File: src/hw/rtl/vbp_pkg.sv
// ----------------------------------------------------------------------------
// vbp_pkg
// Shared types and constants of the varint bit packer.
// ----------------------------------------------------------------------------
package vbp_pkg;

    localparam int WORD_W = 64;                // stream word and value width
    localparam int CODE_W = 67;                // longest code: 3-bit tag + 64
    localparam int LEN_W  = 7;                 // holds code lengths 1..67
    localparam int FILL_W = 6;                 // bits held in the partial word
    localparam int SUM_W  = 8;                 // fill + length, up to 130
    localparam int BUF_W  = 3 * WORD_W;        // merge window, three words

    // op field
    localparam logic OP_ENCODE = 1'b0;
    localparam logic OP_TERM   = 1'b1;

    // width_class field
    localparam logic [1:0] CLS_8  = 2'd0;
    localparam logic [1:0] CLS_16 = 2'd1;
    localparam logic [1:0] CLS_32 = 2'd2;
    localparam logic [1:0] CLS_64 = 2'd3;

    // one code to append to the stream
    typedef struct packed {
        logic [CODE_W-1:0] bits;   // code bits, tag lowest, unused bits zero
        logic [LEN_W-1:0]  len;    // number of valid code bits
        logic              term;   // terminate: flush after appending
    } t_code;

    // words completed by one item
    typedef struct packed {
        logic [1:0]        n_words;  // 0, 1 or 2
        logic [WORD_W-1:0] w0;       // first word
        logic [WORD_W-1:0] w1;       // second word
        logic              end_mark; // words closed by a terminate item
    } t_words;

endpackage

File: src/hw/rtl/vbp_code_gen.sv
// ----------------------------------------------------------------------------
// vbp_code_gen
// Picks the shortest tagged code of the width class for one item.
// ----------------------------------------------------------------------------
module vbp_code_gen
    import vbp_pkg::*;
(
    input  logic              i_op,
    input  logic [1:0]        i_cls,
    input  logic [WORD_W-1:0] i_value,
    output t_code             o_code
);

    logic [6:0] fits;    // fits[t]: value below 2^(8+8t)
    logic [2:0] tag64;

    always_comb begin
        for (int t = 0; t < 7; t++) begin
            fits[t] = (i_value >> (8 + 8 * t)) == '0;
        end
        tag64 = 3'd7;
        for (int t = 6; t >= 0; t--) begin
            if (fits[t]) begin
                tag64 = 3'(t);
            end
        end
    end

    always_comb begin
        o_code = '0;
        if (i_op == OP_TERM) begin
            o_code.bits = CODE_W'(1);
            o_code.len  = LEN_W'(1);
            o_code.term = 1'b1;
        end else begin
            case (i_cls)
                CLS_8: begin
                    if (i_value[7:3] == '0) begin
                        o_code.bits = CODE_W'({i_value[2:0], 1'b0});
                        o_code.len  = LEN_W'(4);
                    end else begin
                        o_code.bits = CODE_W'({i_value[7:0], 1'b1});
                        o_code.len  = LEN_W'(9);
                    end
                end
                CLS_16: begin
                    if (i_value[15:8] == '0) begin
                        o_code.bits = CODE_W'({i_value[7:0], 1'b0});
                        o_code.len  = LEN_W'(9);
                    end else begin
                        o_code.bits = CODE_W'({i_value[15:0], 1'b1});
                        o_code.len  = LEN_W'(17);
                    end
                end
                CLS_32: begin
                    // upper bits are zero whenever a short tag is chosen
                    if (i_value[31:8] == '0) begin
                        o_code.bits = CODE_W'({i_value[31:0], 2'd0});
                        o_code.len  = LEN_W'(10);
                    end else if (i_value[31:16] == '0) begin
                        o_code.bits = CODE_W'({i_value[31:0], 2'd1});
                        o_code.len  = LEN_W'(18);
                    end else if (i_value[31:24] == '0) begin
                        o_code.bits = CODE_W'({i_value[31:0], 2'd2});
                        o_code.len  = LEN_W'(26);
                    end else begin
                        o_code.bits = CODE_W'({i_value[31:0], 2'd3});
                        o_code.len  = LEN_W'(34);
                    end
                end
                default: begin
                    o_code.bits = {i_value, tag64};
                    o_code.len  = (tag64 == 3'd7) ? LEN_W'(CODE_W)
                                                  : LEN_W'(11 + 8 * tag64);
                end
            endcase
        end
    end

endmodule

File: src/hw/rtl/vbp_accum.sv
// ----------------------------------------------------------------------------
// vbp_accum
// Holds the partial word, merges a code into it, splits off full words.
// ----------------------------------------------------------------------------
module vbp_accum
    import vbp_pkg::*;
(
    input  logic   i_clk,
    input  logic   i_rst_n,
    input  logic   i_adv,
    input  t_code  i_code,
    output t_words o_words
);

    logic [WORD_W-1:0] r_partial, n_partial;
    logic [FILL_W-1:0] r_fill, n_fill;
    logic [BUF_W-1:0]  merged;
    logic [SUM_W-1:0]  total;

    always_comb begin
        merged = BUF_W'(r_partial) | (BUF_W'(i_code.bits) << r_fill);
        total  = SUM_W'(r_fill) + SUM_W'(i_code.len);

        o_words.w0       = merged[WORD_W-1:0];
        o_words.w1       = merged[2*WORD_W-1:WORD_W];
        o_words.end_mark = i_code.term;

        if (i_code.term) begin
            // a terminate item always closes exactly one word
            o_words.n_words = 2'd1;
            n_partial       = '0;
            n_fill          = '0;
        end else begin
            o_words.n_words = total[SUM_W-1:FILL_W];
            n_fill          = total[FILL_W-1:0];
            case (total[SUM_W-1:FILL_W])
                2'd0:    n_partial = merged[WORD_W-1:0];
                2'd1:    n_partial = merged[2*WORD_W-1:WORD_W];
                default: n_partial = merged[3*WORD_W-1:2*WORD_W];
            endcase
        end
    end

    always_ff @(posedge i_clk) begin
        if (!i_rst_n) begin
            r_partial <= '0;
            r_fill    <= '0;
        end else if (i_adv) begin
            r_partial <= n_partial;
            r_fill    <= n_fill;
        end
    end

endmodule

File: src/hw/rtl/vbp_out_slot.sv
// ----------------------------------------------------------------------------
// vbp_out_slot
// Result register for up to two words of one item, drained one per beat.
// ----------------------------------------------------------------------------
module vbp_out_slot
    import vbp_pkg::*;
(
    input  logic              i_clk,
    input  logic              i_rst_n,
    input  logic              i_load,
    input  t_words            i_words,
    output logic              o_free,
    output logic              o_valid,
    input  logic              i_ready,
    output logic [WORD_W-1:0] o_word,
    output logic              o_end_mark,
    output logic              o_last
);

    logic [1:0]        r_cnt;
    logic [WORD_W-1:0] r_w0;
    logic [WORD_W-1:0] r_w1;
    logic              r_end;
    logic              pop;

    assign o_valid    = r_cnt != 2'd0;
    assign o_word     = r_w0;
    assign o_end_mark = r_end;
    assign o_last     = r_cnt == 2'd1;
    assign pop        = o_valid && i_ready;
    assign o_free     = (r_cnt == 2'd0) || ((r_cnt == 2'd1) && i_ready);

    always_ff @(posedge i_clk) begin
        if (!i_rst_n) begin
            r_cnt <= 2'd0;
        end else if (i_load) begin
            r_cnt <= i_words.n_words;
        end else if (pop) begin
            r_cnt <= r_cnt - 2'd1;
        end
    end

    always_ff @(posedge i_clk) begin
        if (i_load) begin
            r_w0  <= i_words.w0;
            r_w1  <= i_words.w1;
            r_end <= i_words.end_mark;
        end else if (pop) begin
            r_w0 <= r_w1;
        end
    end

endmodule

File: src/hw/rtl/varint_bit_packer_unit.sv
// ----------------------------------------------------------------------------
// varint_bit_packer_unit
// Tagged length-prefix varint encoder packing codes into 64-bit words.
// ----------------------------------------------------------------------------
//
//  channel   dir  tdata               tuser                    tlast
//  s_axis    in   value[63:0]         [0] op, [2:1] width_cls  -
//  m_axis    out  packed_word[63:0]   [0] end_marked           last word of item
//
//  An accepted beat is held in the input register, where it is encoded and
//  merged into the partial word, and its words land in the result register,
//  from which the first word shows on m_axis. One item per cycle while each
//  item closes at most one word and m_axis is ready; an item that closes two
//  words holds the input while the slot drains.
//  Reset empties both registers and clears the partial word and fill count.
//  A stalled m_axis holds the result slot; items that close no word still
//  advance behind it.
// ----------------------------------------------------------------------------
module varint_bit_packer_unit
    import vbp_pkg::*;
(
    input  logic              i_clk,
    input  logic              i_rst_n,
    // input beats
    input  logic              i_s_axis_tvalid,
    output logic              o_s_axis_tready,
    input  logic [WORD_W-1:0] i_s_axis_tdata,   // [63:0] value
    input  logic [2:0]        i_s_axis_tuser,   // [0] op, [2:1] width_class
    // output beats
    output logic              o_m_axis_tvalid,
    input  logic              i_m_axis_tready,
    output logic [WORD_W-1:0] o_m_axis_tdata,   // [63:0] packed_word
    output logic [0:0]        o_m_axis_tuser,   // [0] end_marked
    output logic              o_m_axis_tlast
);

    // input register
    logic              r_in_valid;
    logic              r_op;
    logic [1:0]        r_cls;
    logic [WORD_W-1:0] r_value;

    t_code  code;
    t_words words;
    logic   slot_free;
    logic   adv;
    logic   take;
    logic   end_mark;

    // Advance the held item when its words fit the slot; an item closing
    // no word never waits on the output side.
    assign adv  = r_in_valid && ((words.n_words == 2'd0) || slot_free);
    assign take = i_s_axis_tvalid && o_s_axis_tready;
    assign o_s_axis_tready = !r_in_valid || adv;

    always_ff @(posedge i_clk) begin
        if (!i_rst_n) begin
            r_in_valid <= 1'b0;
        end else if (take) begin
            r_in_valid <= 1'b1;
        end else if (adv) begin
            r_in_valid <= 1'b0;
        end
    end

    always_ff @(posedge i_clk) begin
        if (take) begin
            r_op    <= i_s_axis_tuser[0];
            r_cls   <= i_s_axis_tuser[2:1];
            r_value <= i_s_axis_tdata;
        end
    end

    // choose the code for the held item
    vbp_code_gen u_code_gen (
        .i_op    (r_op),
        .i_cls   (r_cls),
        .i_value (r_value),
        .o_code  (code)
    );

    // merge into the partial word, split off completed words
    vbp_accum u_accum (
        .i_clk   (i_clk),
        .i_rst_n (i_rst_n),
        .i_adv   (adv),
        .i_code  (code),
        .o_words (words)
    );

    // hold the completed words and drain them one beat at a time
    vbp_out_slot u_out_slot (
        .i_clk      (i_clk),
        .i_rst_n    (i_rst_n),
        .i_load     (adv && (words.n_words != 2'd0)),
        .i_words    (words),
        .o_free     (slot_free),
        .o_valid    (o_m_axis_tvalid),
        .i_ready    (i_m_axis_tready),
        .o_word     (o_m_axis_tdata),
        .o_end_mark (end_mark),
        .o_last     (o_m_axis_tlast)
    );

    assign o_m_axis_tuser = end_mark;

endmodule
File: config.mk
export PLATFORM = sky130hd
export DESIGN_NAME = varint_bit_packer_unit
export DESIGN_NICKNAME = d
export VERILOG_FILES = /design/src/hw/rtl/vbp_pkg.sv /design/src/hw/rtl/vbp_code_gen.sv /design/src/hw/rtl/vbp_accum.sv /design/src/hw/rtl/vbp_out_slot.sv /design/src/hw/rtl/varint_bit_packer_unit.sv
export SDC_FILE = /design/constraint.sdc
export NUM_CORES = 1
export LEC_CHECK = 0
export BUFFER_PORTS_ARGS = -buffer_cell sky130_fd_sc_hd__buf_4
export CORE_MARGIN = 3
export CORE_UTILIZATION = 65
export DETAILED_ROUTE_END_ITERATION = 8
export HOLD_SLACK_MARGIN = 0.12
export PLACE_DENSITY = 0.81
export SLEW_MARGIN = 20
export SYNTH_ARGS = -nofsm -noshare
export SYNTH_HDL_FRONTEND = slang
export SYNTH_SLANG_ARGS = --single-unit
File: constraint.sdc
create_clock -name i_clk -period 15.8 [get_ports i_clk]
set_input_delay 3.16 -clock i_clk [delete_from_list [all_inputs] [get_ports i_clk]]
set_output_delay 3.16 -clock i_clk [all_outputs]
set_load 0.01 [all_outputs]
After elaboration in Yosys (flattened, before gate mapping). Index checks and enable logic that the tools add are counted.

Reductions and logical operators: 29. Add/subtract/negate cells: 3. Bitwise logic cells: 1. Equality and inequality tests: 5. Multiplexer cells: 26. Shift operators: 1.

Operator list (count): 64-bit zero test (7); 74-bit one-hot mux with 3 select lines (1); 64-bit 2-to-1 mux (3); 64-bit by 192-bit OR with 192-bit output (1); 67-bit by 6-bit << shifter with 192-bit output (1); 64-bit one-hot mux with 2 select lines (1); 74-bit 2-to-1 mux (1); 24-bit zero test (1); 24-bit 2-to-1 mux (1); 3-bit 2-to-1 mux (6); 9-bit 2-to-1 mux (2); 16-bit zero test (1); 8-bit zero test (2); 16-bit 2-to-1 mux (1); 6-bit by 7-bit adder with 8-bit output (1); 2-bit zero test (4); 8-bit 2-to-1 mux (1); 2-bit nonzero test (4); 4-bit by 6-bit adder with 7-bit output, first input constant (1); 7-bit 2-to-1 mux (1); 2-bit by 1-bit equality test with 1-bit output, second input constant (3); 2-bit 2-to-1 mux (3); 6-bit 2-to-1 mux (1); 1-bit logical AND (5); other kinds (7) (12).

Flip-flop bits (word level): 269. Input bits: 71. Word-level logic and storage cells: 75. Output and inout port bits: 68.

Longest topological paths before layout.
Word-level depth: 20. Gate-level depth with buffers: 23. Mapped depth without buffers: 22.

Modules after synthesis. Synthesis repeated with hierarchy kept, for this count alone.

Cells, all modules: 1559. Area total of the unflattened synthesis: 18051.1 µm².

Modules (own cells, without submodules): vbp_accum (area an instance 9789.4 µm², times used 1, sequential area each 1401.3 µm², cells each 1063); vbp_out_slot (area an instance 4901.0 µm², times used 1, sequential area each 3913.8 µm², cells each 219); varint_bit_packer_unit (area an instance 2083.2 µm², times used 1, sequential area each 2031.9 µm², cells each 77); vbp_code_gen (area an instance 1277.5 µm², times used 1, sequential area each 0.0 µm², cells each 200).

Worst setup path before layout. No wires, ideal clock.

Path type: register to register. From: register r_value[13]. To: register r_cls[0], enable pin. Cell stages (with the launch flop): 17. Setup slack: 8.110 ns. Library setup time: 0.514 ns. Path buffers: 0. Data required time: 15.286 ns. Period minus slack after synthesis: 7.690 ns. Arrival: 7.176 ns. Cells stage by stage: edfxtp_1 -> nor4_1 -> a211oi_2 -> or2_2 -> nand3_1 -> a31oi_1 -> or2_2 -> ha_1 -> ha_1 -> or3_1 -> a21oi_1 -> ha_1 -> o21ai_0 -> o21ai_0 -> a2111oi_1 -> nor2_1 -> a21oi_1.

Cells in the longest elaborated chain, start to end: 13. Elaborated cells on any way between the ends: 18. Those cells by class: add/sub: 2; eq/ne: 1; mux: 7; reduce/logical: 8.

RTL lines: start, declared (RTL line varint_bit_packer_unit.sv:41) `logic [WORD_W-1:0] r_value;`; start signal, assigned (RTL line varint_bit_packer_unit.sv:70) `r_value <= i_s_axis_tdata;`; 64-bit zero test (RTL line vbp_code_gen.sv:19) `fits[t] = (i_value >> (8 + 8 * t)) == '0;`; 3-bit 2-to-1 mux (RTL line vbp_code_gen.sv:23) `if (fits[t]) begin`; 4-bit by 6-bit adder with 7-bit output or 3-bit equality test (tied branches) (RTL line vbp_code_gen.sv:74, vbp_code_gen.sv:73); 7-bit 2-to-1 mux (RTL line vbp_code_gen.sv:73) `o_code.len = (tag64 == 3'd7) ? LEN_W'(CODE_W)`; 74-bit one-hot mux with 3 select lines (*) (RTL line vbp_code_gen.sv:36) `case (i_cls)`; 74-bit 2-to-1 mux (*) (RTL line vbp_code_gen.sv:31) `if (i_op == OP_TERM) begin`; 6-bit by 7-bit adder with 8-bit output (*) (RTL line vbp_accum.sv:22) `total = SUM_W'(r_fill) + SUM_W'(i_code.len);`; 2-bit 2-to-1 mux (*) (RTL line vbp_accum.sv:28) `if (i_code.term) begin`; 2-bit zero test (*) (RTL line varint_bit_packer_unit.sv:52) `assign adv = r_in_valid && ((words.n_words == 2'd0) || slot_free);`; 1-bit logical OR (*) (RTL line varint_bit_packer_unit.sv:52); 1-bit logical AND (*) (RTL line varint_bit_packer_unit.sv:52); 1-bit logical OR (*) (RTL line varint_bit_packer_unit.sv:54) `assign o_s_axis_tready = !r_in_valid || adv;`; 1-bit logical AND (*) (RTL line varint_bit_packer_unit.sv:53) `assign take = i_s_axis_tvalid && o_s_axis_tready;`; via take (RTL line varint_bit_packer_unit.sv:47) `logic take;`; end signal, assigned (RTL line varint_bit_packer_unit.sv:69) `r_cls <= i_s_axis_tuser[2:1];`; end, declared (RTL line varint_bit_packer_unit.sv:40) `logic [1:0] r_cls;`.

Mark *: on every way through the listed nets, which the timed path passes. The rest lies on a longest branch. A chain may end at the register's enable or synchronous reset.

Worst setup path in the final report.
From: register r_value[8]. To: output o_s_axis_tready.

Cells in the longest elaborated chain, start to end: 12. Elaborated cells on any way between the ends: 17. Those cells by class: add/sub: 2; eq/ne: 1; mux: 7; reduce/logical: 7.

RTL lines: 64-bit zero test (RTL line vbp_code_gen.sv:19); 3-bit 2-to-1 mux (RTL line vbp_code_gen.sv:23); 4-bit by 6-bit adder with 7-bit output or 3-bit equality test (tied branches) (RTL line vbp_code_gen.sv:74, vbp_code_gen.sv:73); 7-bit 2-to-1 mux (RTL line vbp_code_gen.sv:73); 74-bit one-hot mux with 3 select lines (*) (RTL line vbp_code_gen.sv:36); 74-bit 2-to-1 mux (*) (RTL line vbp_code_gen.sv:31); 6-bit by 7-bit adder with 8-bit output (*) (RTL line vbp_accum.sv:22); 2-bit 2-to-1 mux (*) (RTL line vbp_accum.sv:28); 2-bit zero test (*) (RTL line varint_bit_packer_unit.sv:52); 1-bit logical OR (*) (RTL line varint_bit_packer_unit.sv:52); 1-bit logical AND (*) (RTL line varint_bit_packer_unit.sv:52); 1-bit logical OR (*) (RTL line varint_bit_packer_unit.sv:54); end, declared (RTL line varint_bit_packer_unit.sv:26) `output logic o_s_axis_tready,`.

Mark *: on every way between the ends. The rest lies on a longest branch, timed or not.

==> results.json <==
{
  "routabilityCongestion": 1.04,
  "diodes": 0,
  "startpoint_type": "flip-flop",
  "fin_crit_sh_pct": 56.2,
  "dieArea_mm2": 0.0300,
  "port_buffers": 138,
  "p_total_mw": 1.98,
  "grt_overflow_total": 0,
  "status": "finished, final reports clean",
  "rrSetupSlack_ns": 7.50,
  "clock_latency_ns": 0.57,
  "path_clk_slew_ns": 0.06,
  "drt_wl_total_um": 69000,
  "power_density_mw_per_mm2": 98.2,
  "antenna_found_initial": 0,
  "cts.sinks": 269,
  "ant_nets": 0,
  "syn_inst": 1856,
  "io_pins": 139,
  "rsz0062_at_grt": "false",
  "p_leak_nw": 7.24,
  "synth-main-ff-cell": "edfxtp_1",
  "worstHoldPathType": "reg2reg",
  "syn_area_mm2": 0.0182,
  "track_usage_pct": 44.5,
  "cts_resized": 0,
  "hold_buffers": 0,
  "initial_core_util_pct": 66.8,
  "relSlewSlack_pct": 22.1,
  "synth_seq_cells": 269,
  "synth_edf_count": 196,
  "maxCapViolCount": 0,
  "holdPathStages": 2,
  "ys_types": 101,
  "async_flop_share_pct": 0,
  "grt_pass1_vias": 16680,
  "hpwl_um": 48500,
  "drt-initial-drc-count": 3737,
  "vias_per_cell": 7.76,
  "hold_end": "u_accum.r_partial[3]$_SDFFE_PN0P_",
  "drive_above_1_share_pct": 19.4,
  "clockBufferDepth": 3,
  "ys_seq_area_share_pct": 40.5,
  "irDropWorstVdd_v": 0.000105,
  "reg2regPathDepth": 21,
  "final.setup.tns_ns": 0,
  "cts_made_buffers": 27,
  "slew_viol_final": 0,
  "post_cts_buffers": 0,
  "worstMarginPinSlew_ns": 1.16,
  "regToRegEndpoint": "u_out_slot.o_word[47]$_DFFE_PP_",
  "coreArea_mm2": 0.0272,
  "row_count": 60,
  "path_class": "reg2out",
  "fin_util_pct": 74.3,
  "syn_nets": 1938,
  "cts_tree": "yes",
  "arrival_ns": 5.71,
  "die_x_um": 173,
  "nets": 2001,
  "root_buffer": "clkbuf_16",
  "grt_max_degree": 75,
  "yosysWarningCount": 0,
  "timing.rr.start": "r_value[8]$_DFFE_PP_",
  "die_height_um": 173,
  "worstPathRequired_ns": 12.64,
  "drc": 0,
  "hold_start": "u_accum.r_partial[3]$_SDFFE_PN0P_",
  "period_minus_slack_ns": 8.87,
  "h-tree-depth": 1,
  "fmax_mhz": 113,
  "area_growth_pct": 11.2,
  "crit_path_end_kind": "primary output",
  "post_drt_wl_per_cell_um": 29.9,
  "path_max_fanout": 6,
  "setup_viol": 0,
  "syn_area_per_cell_um2": 9.78,
  "grt_pass1_wl_um": 104000,
  "finalHoldViolCount": 0,
  "drt_pass1_iterations": 7,
  "via_count": 17942,
  "finClkSkew_ns": 0.0212
}
-- metal layers --
metal  wire length [um]  global-route usage [%]
met5                  0                       0
met2              30400                    68.9
met1              23600                    57.6
met4               5190                    24.6
met3               9810                    11.4
-- sequential cells by signal, indices dropped and copies added (netlist names) --
| signal | flops |
|---|---|
| u_out_slot.r_w1 | 64 |
| r_in_valid | 1 |
| u_out_slot.o_word | 64 |
| r_cls | 2 |
| r_op | 1 |
| u_out_slot.r_cnt | 2 |
| r_value | 64 |
| u_out_slot.o_end_mark | 1 |
| u_accum.r_partial | 64 |
| u_accum.r_fill | 6 |
-- cell families after synthesis --
kind of cell / after synthesis / synth area share (%)
multiplexers: 190 / 14.3
AO/OA/AOI/OAI: 625 / 24.5
adder cells (fa/ha/maj): 11 / 0.800
AND/OR/NAND/NOR: 595 / 15.7
buffers and inverters: 162 / 4.09
flip-flops: 269 / 40.5
XOR/XNOR: 4 / 0.193
-- per-stage QoR --
step	area [um^2]	worst slack, ns	instances	hold WS, ns
2_1_floorplan	18200	8.11	1856	0.416
6_report	20200	6.93	2311	0.462
5_1_grt	20200	6.56	2311	0.488
3_5_place_dp	19300	7.70	2262	0.439
4_1_cts	20200	7.02	2311	0.465
3_3_place_gp	19300	7.79	2262	0.429
-- critical path: stages, from the launching register on --
cell and delay [ns]:
edfxtp_1 0.47, nor4_1 0.71, a211oi_2 0.22, or2_2 0.36
nand3_1 0.09, a31oi_1 0.10, or2_2 0.32, ha_1 0.20
ha_1 0.27, or3_1 0.39, a21oi_1 0.29, ha_1 0.33
o21ai_0 0.12, o21ai_0 0.24, a2111oi_1 0.60, nor2_1 0.19
nand2_1 0.13, buf_4 0.12
-- cells in the final DEF (no fill, tap or decap), types with 16 or more instances in the layout --
master | Yosys | final
a22o_1 | 23 | 23
mux4_2 | 46 | 46
o22ai_1 | 30 | 30
edfxtp_1 | 196 | 196
a211oi_1 | 25 | 25
clkbuf_16 | 0 | 27
o21a_1 | 20 | 20
buf_4 | 6 | 172
dfxtp_1 | 73 | 67
nor2_1 | 182 | 180
a22oi_1 | 37 | 37
nand3_1 | 40 | 40
and2_1 | 25 | 25
inv_1 | 16 | 16
a21o_1 | 17 | 17
mux2_2 | 45 | 45
a31oi_1 | 27 | 26
nor3_1 | 28 | 27
mux2i_1 | 95 | 95
nand2_1 | 186 | 185
o21ai_0 | 118 | 118
a21oi_1 | 113 | 111
o221ai_1 | 23 | 23
nor4_1 | 17 | 17
nand2b_1 | 16 | 16
-- Yosys cell counts (all sizes together) (20+ instances only) --
cell / number / share of area [%]
a31oi: 28 / 1.0
nor2: 182 / 3.8
dfxtp: 73 / 8.1
nor4: 22 / 0.98
buf: 66 / 2.1
o22ai: 30 / 1.0
a22o: 23 / 1.1
mux4: 49 / 6.1
o21ai: 133 / 3.7
clkbuf: 72 / 1.5
mux2: 46 / 2.9
nor3: 28 / 0.77
nand2: 186 / 3.8
o21a: 20 / 0.83
a22oi: 37 / 1.5
and2: 26 / 0.91
a211oi: 30 / 1.5
a21oi: 117 / 3.3
edfxtp: 196 / 32
nand3: 40 / 1.1
o221ai: 23 / 1.1
mux2i: 95 / 5.2
-- worst max-delay path by stage --
stage	startpoint	endpoint	slack (ns)
after global routing	r_value[8]$_DFFE_PP_	o_s_axis_tready	6.56
after CTS	r_value[8]$_DFFE_PP_	o_s_axis_tready	7.02
final	r_value[8]$_DFFE_PP_	o_s_axis_tready	6.93
after floorplan	r_value[13]$_DFFE_PP_	r_cls[0]$_DFFE_PP_	8.11
after detailed placement	r_value[8]$_DFFE_PP_	o_s_axis_tready	7.70
after global placement	r_value[8]$_DFFE_PP_	o_s_axis_tready	7.79
-- cell type report --
cell class	count	area, um^2
multi-input cells	1425	10100
flip-flops and latches	269	7360
fillers	1809	6990
repair buffers	172	1290
clock buffers	36	739
well taps	372	465
clock inverters	13	129
inverters	24	91.3
-- power by group --
part	internal [mW]	switching, mW	leakage (nW)
sequential	0.840	0.0397	2.47
clock	0.362	0.277	0.429
combinational	0.167	0.296	4.34
total	1.37	0.613	7.24
No activity file was read; power rests on OpenSTA's default activity.
